File: config.mk
export PLATFORM = sky130hd
export DESIGN_NAME = stable_priority_queue_core
export DESIGN_NICKNAME = d
export VERILOG_FILES = /design/src/rtl/spq_pkg.sv /design/src/rtl/spq_ctrl.sv /design/src/rtl/spq_dp.sv /design/src/rtl/stable_priority_queue_core.sv
export SDC_FILE = /design/constraint.sdc
export NUM_CORES = 2
export LEC_CHECK = 0
export ABC_AREA = 1
export BUFFER_PORTS_ARGS = -buffer_cell sky130_fd_sc_hd__buf_2
export CAP_MARGIN = 25
export CELL_PAD_IN_SITES_DETAIL_PLACEMENT = 0
export CELL_PAD_IN_SITES_GLOBAL_PLACEMENT = 2
export CORE_MARGIN = 1
export CORE_UTILIZATION = 41
export CTS_CLUSTER_DIAMETER = 50
export DETAILED_ROUTE_END_ITERATION = 10
export PLACE_DENSITY_LB_ADDON = 0.12
export SLEW_MARGIN = 5
export SYNTH_ARGS = -nofsm -noshare
export SYNTH_HDL_FRONTEND = slang
export SYNTH_SLANG_ARGS = --single-unit
export TNS_END_PERCENT = 20
File: constraint.sdc
create_clock -name clock -period 22 [get_ports clock]
set_input_delay 6.6 -clock clock [delete_from_list [all_inputs] [get_ports clock]]
set_output_delay 6.6 -clock clock [all_outputs]
set_load 0.05 [all_outputs]
File: src/rtl/spq_pkg.sv
// Shared types and codes for the stable priority queue.
// No dependencies; imported by every module of the block.
package spq_pkg;

   localparam logic MODE_ENQ = 1'b0;
   localparam logic MODE_DEQ = 1'b1;

   typedef enum logic [1:0] {
      STAT_ENQUEUED = 2'd0,
      STAT_DEQUEUED = 2'd1,
      STAT_EMPTY    = 2'd2,
      STAT_FULL     = 2'd3
   } stat_type;

   typedef enum logic {
      FSM_IDLE = 1'b0,
      FSM_HOLD = 1'b1
   } fsm_type;

   typedef struct packed {
      logic     load;
      logic     push;
      logic     pop;
      stat_type status;
   } cmd_type;

   typedef struct packed {
      logic full;
      logic empty;
   } dp_stat_type;

endpackage

File: src/rtl/spq_ctrl.sv
// Handshake controller: accepts request words, issues push/pop/load commands.
// Depends on spq_pkg.
module spq_ctrl
   import spq_pkg::*;
(
   input  logic        clock,
   input  logic        reset,
   input  logic        req_valid,
   output logic        req_ready,
   input  logic        req_mode,
   output logic        rsp_valid,
   input  logic        rsp_ready,
   input  dp_stat_type dp_stat,
   output cmd_type     cmd
);

   fsm_type state_ff;
   fsm_type state_in;
   logic    accept;

   always_ff @(posedge clock) begin
      if (reset) begin
         state_ff <= FSM_IDLE;
      end else begin
         state_ff <= state_in;
      end
   end

   assign accept = req_valid && req_ready;

   always_comb begin
      state_in = state_ff;
      unique case (state_ff)
         FSM_IDLE: begin
            if (accept) state_in = FSM_HOLD;
         end
         FSM_HOLD: begin
            if (accept) begin
               state_in = FSM_HOLD;
            end else if (rsp_ready) begin
               state_in = FSM_IDLE;
            end
         end
         default: state_in = FSM_IDLE;
      endcase
   end

   always_comb begin
      req_ready  = 1'b0;
      rsp_valid  = 1'b0;
      unique case (state_ff)
         FSM_IDLE: begin
            req_ready = 1'b1;
         end
         FSM_HOLD: begin
            rsp_valid = 1'b1;
            req_ready = rsp_ready;
         end
         default: begin
            req_ready = 1'b0;
         end
      endcase
      cmd.load = accept;
      if (req_mode == MODE_DEQ) begin
         cmd.status = dp_stat.empty ? STAT_EMPTY : STAT_DEQUEUED;
         cmd.push   = 1'b0;
         cmd.pop    = accept && !dp_stat.empty;
      end else begin
         cmd.status = dp_stat.full ? STAT_FULL : STAT_ENQUEUED;
         cmd.push   = accept && !dp_stat.full;
         cmd.pop    = 1'b0;
      end
   end

endmodule

File: src/rtl/spq_dp.sv
// Sorted entry array with parallel compare-and-shift, fill count, result register.
// Depends on spq_pkg.
module spq_dp
   import spq_pkg::*;
#(
   parameter int DEPTH = 16,
   parameter int CNT_W = $clog2(DEPTH + 1)
) (
   input  logic               clock,
   input  logic               reset,
   input  cmd_type            cmd,
   output dp_stat_type        dp_stat,
   input  logic signed [31:0] data_in,
   input  logic        [7:0]  priority_in,
   output logic        [1:0]  rsp_status,
   output logic signed [31:0] rsp_data_out,
   output logic        [7:0]  rsp_priority_out,
   output logic [CNT_W-1:0]   rsp_occupancy
);

   logic signed [31:0] data_ff [DEPTH];
   logic        [7:0]  prio_ff [DEPTH];
   logic [CNT_W-1:0]   count_ff;
   logic [CNT_W-1:0]   count_in;
   logic [DEPTH-1:0]   ahead;
   logic [1:0]         status_ff;
   logic signed [31:0] dout_ff;
   logic        [7:0]  pout_ff;
   logic [CNT_W-1:0]   occ_ff;

   assign dp_stat.full  = (count_ff == CNT_W'(DEPTH));
   assign dp_stat.empty = (count_ff == '0);

   always_comb begin
      for (int i = 0; i < DEPTH; i++) begin
         ahead[i] = (CNT_W'(i) < count_ff) && (prio_ff[i] >= priority_in);
      end
   end

   always_comb begin
      count_in = count_ff;
      if (cmd.push) begin
         count_in = count_ff + CNT_W'(1);
      end else if (cmd.pop) begin
         count_in = count_ff - CNT_W'(1);
      end
   end

   always_ff @(posedge clock) begin
      if (reset) begin
         count_ff <= '0;
      end else begin
         count_ff <= count_in;
      end
   end

   for (genvar gi = 0; gi < DEPTH; gi++) begin : g_slot
      always_ff @(posedge clock) begin
         if (cmd.push && !ahead[gi]) begin
            if (gi == 0) begin
               data_ff[gi] <= data_in;
               prio_ff[gi] <= priority_in;
            end else if (ahead[(gi == 0) ? 0 : gi - 1]) begin
               data_ff[gi] <= data_in;
               prio_ff[gi] <= priority_in;
            end else begin
               data_ff[gi] <= data_ff[(gi == 0) ? 0 : gi - 1];
               prio_ff[gi] <= prio_ff[(gi == 0) ? 0 : gi - 1];
            end
         end else if (cmd.pop && (gi < DEPTH - 1)) begin
            data_ff[gi] <= data_ff[(gi < DEPTH - 1) ? gi + 1 : gi];
            prio_ff[gi] <= prio_ff[(gi < DEPTH - 1) ? gi + 1 : gi];
         end
      end
   end

   always_ff @(posedge clock) begin
      if (cmd.load) begin
         status_ff <= cmd.status;
         occ_ff    <= count_in;
         if (cmd.pop) begin
            dout_ff <= data_ff[0];
            pout_ff <= prio_ff[0];
         end else begin
            dout_ff <= '0;
            pout_ff <= '0;
         end
      end
   end

   assign rsp_status       = status_ff;
   assign rsp_data_out     = dout_ff;
   assign rsp_priority_out = pout_ff;
   assign rsp_occupancy    = occ_ff;

endmodule

File: src/rtl/stable_priority_queue_core.sv
// Stable bounded priority queue, top level.
// Depends on spq_pkg, spq_ctrl and spq_dp.
//
// Request channel (req_): mode 0 inserts req_data_in at req_priority_in behind
// every held entry of equal or higher priority; mode 1 removes the head.
// Response channel (rsp_): one word per request with status (enqueued,
// dequeued, empty, full refused), the removed data and priority on a
// successful dequeue (zero otherwise) and the occupancy after the request.
// The response is valid in the cycle after the request is taken.
// Throughput: one request per cycle while rsp_ready is high; each insert or remove is
// done by comparing all DEPTH slots at once and shifting the array by one.
// A single output register holds the response; while it waits and rsp_ready
// is low, req_ready is low. A new request is taken in the cycle its
// predecessor's response is taken.
// Reset empties the queue and drops any pending response; the entry storage
// itself is not cleared.
module stable_priority_queue_core
   import spq_pkg::*;
#(
   parameter int DEPTH = 16
) (
   input  logic                           clock,
   input  logic                           reset,
   input  logic                           req_valid,
   output logic                           req_ready,
   input  logic                           req_mode,
   input  logic signed [31:0]             req_data_in,
   input  logic        [7:0]              req_priority_in,
   output logic                           rsp_valid,
   input  logic                           rsp_ready,
   output logic        [1:0]              rsp_status,
   output logic signed [31:0]             rsp_data_out,
   output logic        [7:0]              rsp_priority_out,
   output logic [$clog2(DEPTH + 1)-1:0]   rsp_occupancy
);

   localparam int CNT_W = $clog2(DEPTH + 1);

   cmd_type     cmd;
   dp_stat_type dp_stat;

   spq_ctrl u_ctrl (
      .clock     (clock),
      .reset     (reset),
      .req_valid (req_valid),
      .req_ready (req_ready),
      .req_mode  (req_mode),
      .rsp_valid (rsp_valid),
      .rsp_ready (rsp_ready),
      .dp_stat   (dp_stat),
      .cmd       (cmd)
   );

   spq_dp #(
      .DEPTH (DEPTH),
      .CNT_W (CNT_W)
   ) u_dp (
      .clock            (clock),
      .reset            (reset),
      .cmd              (cmd),
      .dp_stat          (dp_stat),
      .data_in          (req_data_in),
      .priority_in      (req_priority_in),
      .rsp_status       (rsp_status),
      .rsp_data_out     (rsp_data_out),
      .rsp_priority_out (rsp_priority_out),
      .rsp_occupancy    (rsp_occupancy)
   );

endmodule
# --- Word-level counts from Yosys, hierarchy flattened ---
# Memory sizes are Yosys's and may differ from the RTL's.
# Cells that the tools add are included.
totals:
  ff_bits: 53
  ram_bits: 640
  inputBits: 45
  output_inout_bits: 49
  elab_cells: 352
  memories: 2
classes:
  addsub: 2
  order_cmp: 32
  n_eq_ne: 1
  muxes: 194
  bitwise: 61
  reduce_logical: 54
mem_list:
  columns: ["memory", "depth", "width", "read_ports", "rd_ports_with_merged_regs", "wr", "line", "rtl"]
  rows:
  - ["u_dp.data_ff", 16, 32, 16, 0, 16, "spq_dp.sv:21", "logic signed [31:0] data_ff [DEPTH];"]
  - ["u_dp.prio_ff", 16, 8, 16, 0, 16, "spq_dp.sv:22", "logic [7:0] prio_ff [DEPTH];"]
ops:
  columns: ["cell", "count"]
  rows:
  - ["$mux 32", 30]
  - ["$mux 8", 30]
  - ["$ge 8x8->1", 16]
  - ["$mux 1", 127]
  - ["$or 1x1->1", 60]
  - ["$lt 4x5->1 const A", 8]
  - ["$logic_and 1x1->1", 35]
  - ["$lt 3x5->1 const A", 4]
  - ["$logic_not 1->1", 18]
  - ["$lt 1x5->1 const A", 2]
  - ["$lt 2x5->1 const A", 2]
  - ["$mux 5", 2]
  - ["$add 5x1->5 const B", 1]
  - ["$eq 5x5->1 const B", 1]
  - ["$logic_not 5->1", 1]
  - ["$sub 5x1->5 const B", 1]
  - ["$mux 2", 2]
  - ["$mux 4", 1]
  - ["$pmux 1 s2", 2]
  - ["$not 1->1", 1]

# --- Longest topological paths before layout ---
depth:
  word_depth: 10
  depth_mapped: 15
  depth_no_buf: 14

# --- Hierarchy ---
# From an unflattened synthesis, not the netlist that was laid out.
unflattened:
  hier_cells: 4487
  hier_area_um2: 39953.3
by_module_without_submodules:
  columns: ["mod", "n_inst", "cells_each", "area_per_inst_um2", "seq_area_each_um2"]
  rows:
  - ["spq_dp", 1, 4470, 39859.5, 20729.9]
  - ["spq_ctrl", 1, 17, 93.8, 20.0]

# --- Worst setup path after synthesis ---
# Ideal clock, no wire load.
synth_path:
  path_kind: "in2out"
  startpoint: "input rsp_ready"
  endpoint: "output req_ready"
  arrival_ps: 6979
  required_time_ps: 15400
  path_slack_ps: 8421
  path_stages: 2
  n_path_buf: 0
  cell_sequence: "inv_1 > nand2_1"
synth_between:
  elab_chain_cells: 1
synth_lines:
  columns: ["element", "line", "rtl"]
  rows:
  - ["start: declaration", "stable_priority_queue_core.sv:30", "input logic rsp_ready,"]
  - ["$pmux 1 s2", "spq_ctrl.sv:51", "unique case (state_ff)"]
  - ["end: declaration", "stable_priority_queue_core.sv:25", "output logic req_ready,"]
# No other way between the ends.

# --- Final worst setup path ---
# Same ends and word-level chain as after synthesis.

==> results by group <==
Die
  – Die width: 309.1 um
  – Core box area: 93330 um^2
  – Std-Cell Rows: 112
  – I/O Pins: 94
  – Die Y-Extent: 309.1 um
  – Initial Util: 0.4144
  – Die area: 95560 um^2

Cells and area
  – Final instance area: 43220 um^2
  – Commonest non-fill, non-tap cells in the layout: 1542 x nand2_1, 687 x edfxtp_1, 589 x nand3_1, 531 x nand4_1, 197 x inv_1
  – Share of cells above drive strength 1: 0.1010
  – Commonest non-fill, non-tap cell in the layout: nand2_1
  – Ant. Diodes: 0
  – Synth-to-layout area growth: 11.76%
  – Layout Nets: 4453

Critical path
  – CP dominant cell by count: buf_2
  – Crit path max fanout: 2
  – CP endpoint kind: output pin
  – Crit path depth: 4
  – CP Data Arrival Time: 7080 ps
  – Buf+Inv Stages, Crit Path: 3
  – Req. time, crit path: 15400 ps
  – Delay-heaviest family, CP: buffers and inverters
  – Crit start category: input port
  – Slowest CP cell: buf_2
  – R2R cell count: 9
  – Critical path's largest stage delay: 210 ps
  – Crit-path cells: buf_2 > inv_1 > nand2_1 > buf_2
  – Critical path class: input port to output pin

Yosys
  – Synthesized flop and latch total: 693
  – Mapped Cells: 4379
  – Syn. warnings: 0
  – Syn_nets: 4556
  – Sequential area share after synthesis: 0.5365
  – Netlist cell types: 26
  – Synth top area cells: edfxtp_1 53%, nand2_1 15%, nand4_1 8.6%
  – Synth Cell Area: 38670 um^2
  – Share of the synthesized area in the top cell type: 0.5334
  – Post-synth top area cell: edfxtp_1
  – Mean Syn Cell Area: 8.832 um^2

Global route
  – Initial antenna violation count: 0
  – Total GRT Usage: 0.2491
  – First-pass GRT wire length: 184600 um
  – Pin count of the biggest net entering global routing: 210
  – Vias in the first global route: 28668
  – Grt ovf: 0

Power
  – Pwr Density: 101.4 nW/um^2
  – Leakage power: 17.71 nW
  – VDD IR-drop max: 0.05986 mV

Route
  – Post-route ant nets: 0
  – WL/cell: 21.22 um
  – Wirelength, routed: 119300 um
  – TritonRoute pass-1 iters: 6
  – Initial DRC Count: 3365
  – Vias/cell: 5.498
  – Routed via count: 30909
  – Number of remaining DRC errors: 0

STA
  – Final hold viol count: 0
  – Clk_skew: 27.15 ps
  – Worst-Margin Slew: 1147 ps
  – Maximum clock rate: 0.07312 GHz
  – RSZ-0062 raised after global routing: false
  – Final Max Tran Viols: 0
  – Tcrit/Tclk final: 0.6216
  – Final setup viols: 0
  – Max-Slew Margin vs Limit: 0.2354
  – TNS Setup: 0 ps
  – Tmin final: 13680 ps

Clock tree
  – Post-CTS Setup Bufs: 0
  – Clk sinks: 693
  – Post-cts sizing count: 0
  – TritonCTS clock tree: done
  – Clock buffer depth: 3
  – Worst-path clk slew: 50 ps
  – Worst skew pair latency: 690 ps
  – Clock root cell: clkbuf_16
  – Hold_buf cts: 0
  – CTS Buf Count: 106
  – Clock H-tree levels: 3

Place
  – DP HPWL: 79410 um
  – Port-buffer cells: 93
  – GPL Wtd Cong: 0.8008
  – Dpl cell area: 39420 um^2

Worst hold path
  – Hold Path Depth: 2
  – Worst hold path type: register to register

Job
  – Number of max-cap violations: 0

Status
  – Run status: finished, final reports clean
stage by stage:
step / hold slack, ps / total power [mW] / utilization / setup WS [ps] / cells
floorplan: 494.7 / 2.393 / - / 8421 / 4379
global placement: 496.6 / 2.626 / 0.4221 / 8304 / 5415
detailed placement: 501.1 / 2.645 / 0.4223 / 8325 / 5416
CTS: 513.6 / 4.407 / 0.4616 / 8325 / 5616
global route: 528.5 / 4.583 / 0.4631 / 8261 / 5622
finish: 514.3 / 4.381 / 0.4631 / 8324 / 5622
worst register-to-register path: cells and delay by family (launching register included):
kind	cells	cell delay, ps
buf+inv	5	3470
compound gates	1	140
simple gates	3	460
flops	1	340
power by group:
group / switching, mW / internal [mW]
Combinational: 0.571 / 0.218
Clock: 0.668 / 1.09
Sequential: 0.114 / 1.72
Total: 1.35 / 3.03
flip-flops by register name (all words and copies together), names as in the netlist:
register	cells
u_dp.data_ff	512
u_dp.rsp_status	2
u_dp.rsp_priority_out	8
u_dp.rsp_occupancy	5
u_dp.prio_ff	128
u_ctrl.state_ff	1
u_dp.count_ff	5
u_dp.rsp_data_out	32
synthesized netlist by cell type:
cell,number
o21a_1,12
xor2_1,3
buf_1,10
dfxtp_1,6
o21ai_1,6
a21oi_1,62
nand3_1,591
buf_4,9
nor2_2,3
inv_2,36
nand3b_1,1
inv_1,197
nor3_1,6
o21ai_0,61
ha_1,132
o21bai_1,1
buf_2,203
nor2_4,1
buf_6,32
o211ai_1,1
clkbuf_1,121
nand4_1,531
nand2_2,32
nor2_1,67
edfxtp_1,687
nand2_1,1568
area by class of cell:
type	instances	area, um^2
clock buffer	123	2780
clock inverter	77	883.3
fill	9225	50110
inverter	233	889.6
multi-input combinational	3078	15220
sequential	693	20750
tap	1254	1569
timing repair buffer	164	1134
cells by family after synthesis:
logic type,Yosys count,share of synthesized area
adders and majority gates,132,0.04271
xor gates and xnor gates,3,0.0006795
and+or+nand+nor,2800,0.3280
buffers and inverters,608,0.07267
AOI/OAI and AO/OA,143,0.01941
DFF,693,0.5365
layer usage:
layer  GRT usage  part of all wire  up-vias  wire length (um)
li1            -                 -    15151                 -
met1      0.4171              0.52    14535             62580
met3     0.04323             0.076      136              9033
met4     0.05112             0.015        0              1739
met5           0                 0        -                 0
met2      0.3236              0.39     1087             45970
path summary, 6_finish.rpt:
kind / startpoint / to / slack, ps
max reg2reg: u_ctrl.state_ff$_SDFF_PP0_ / u_dp.data_ff[0][71]$_DFFE_PP_ / 17450
min reg2reg: u_dp.data_ff[3][127]$_DFFE_PP_ / u_dp.data_ff[3][95]$_DFFE_PP_ / 510
min: u_dp.data_ff[3][127]$_DFFE_PP_ / u_dp.data_ff[3][95]$_DFFE_PP_ / 510
max: rsp_ready / req_ready / 8320
(Power assumes the default switching activity.)
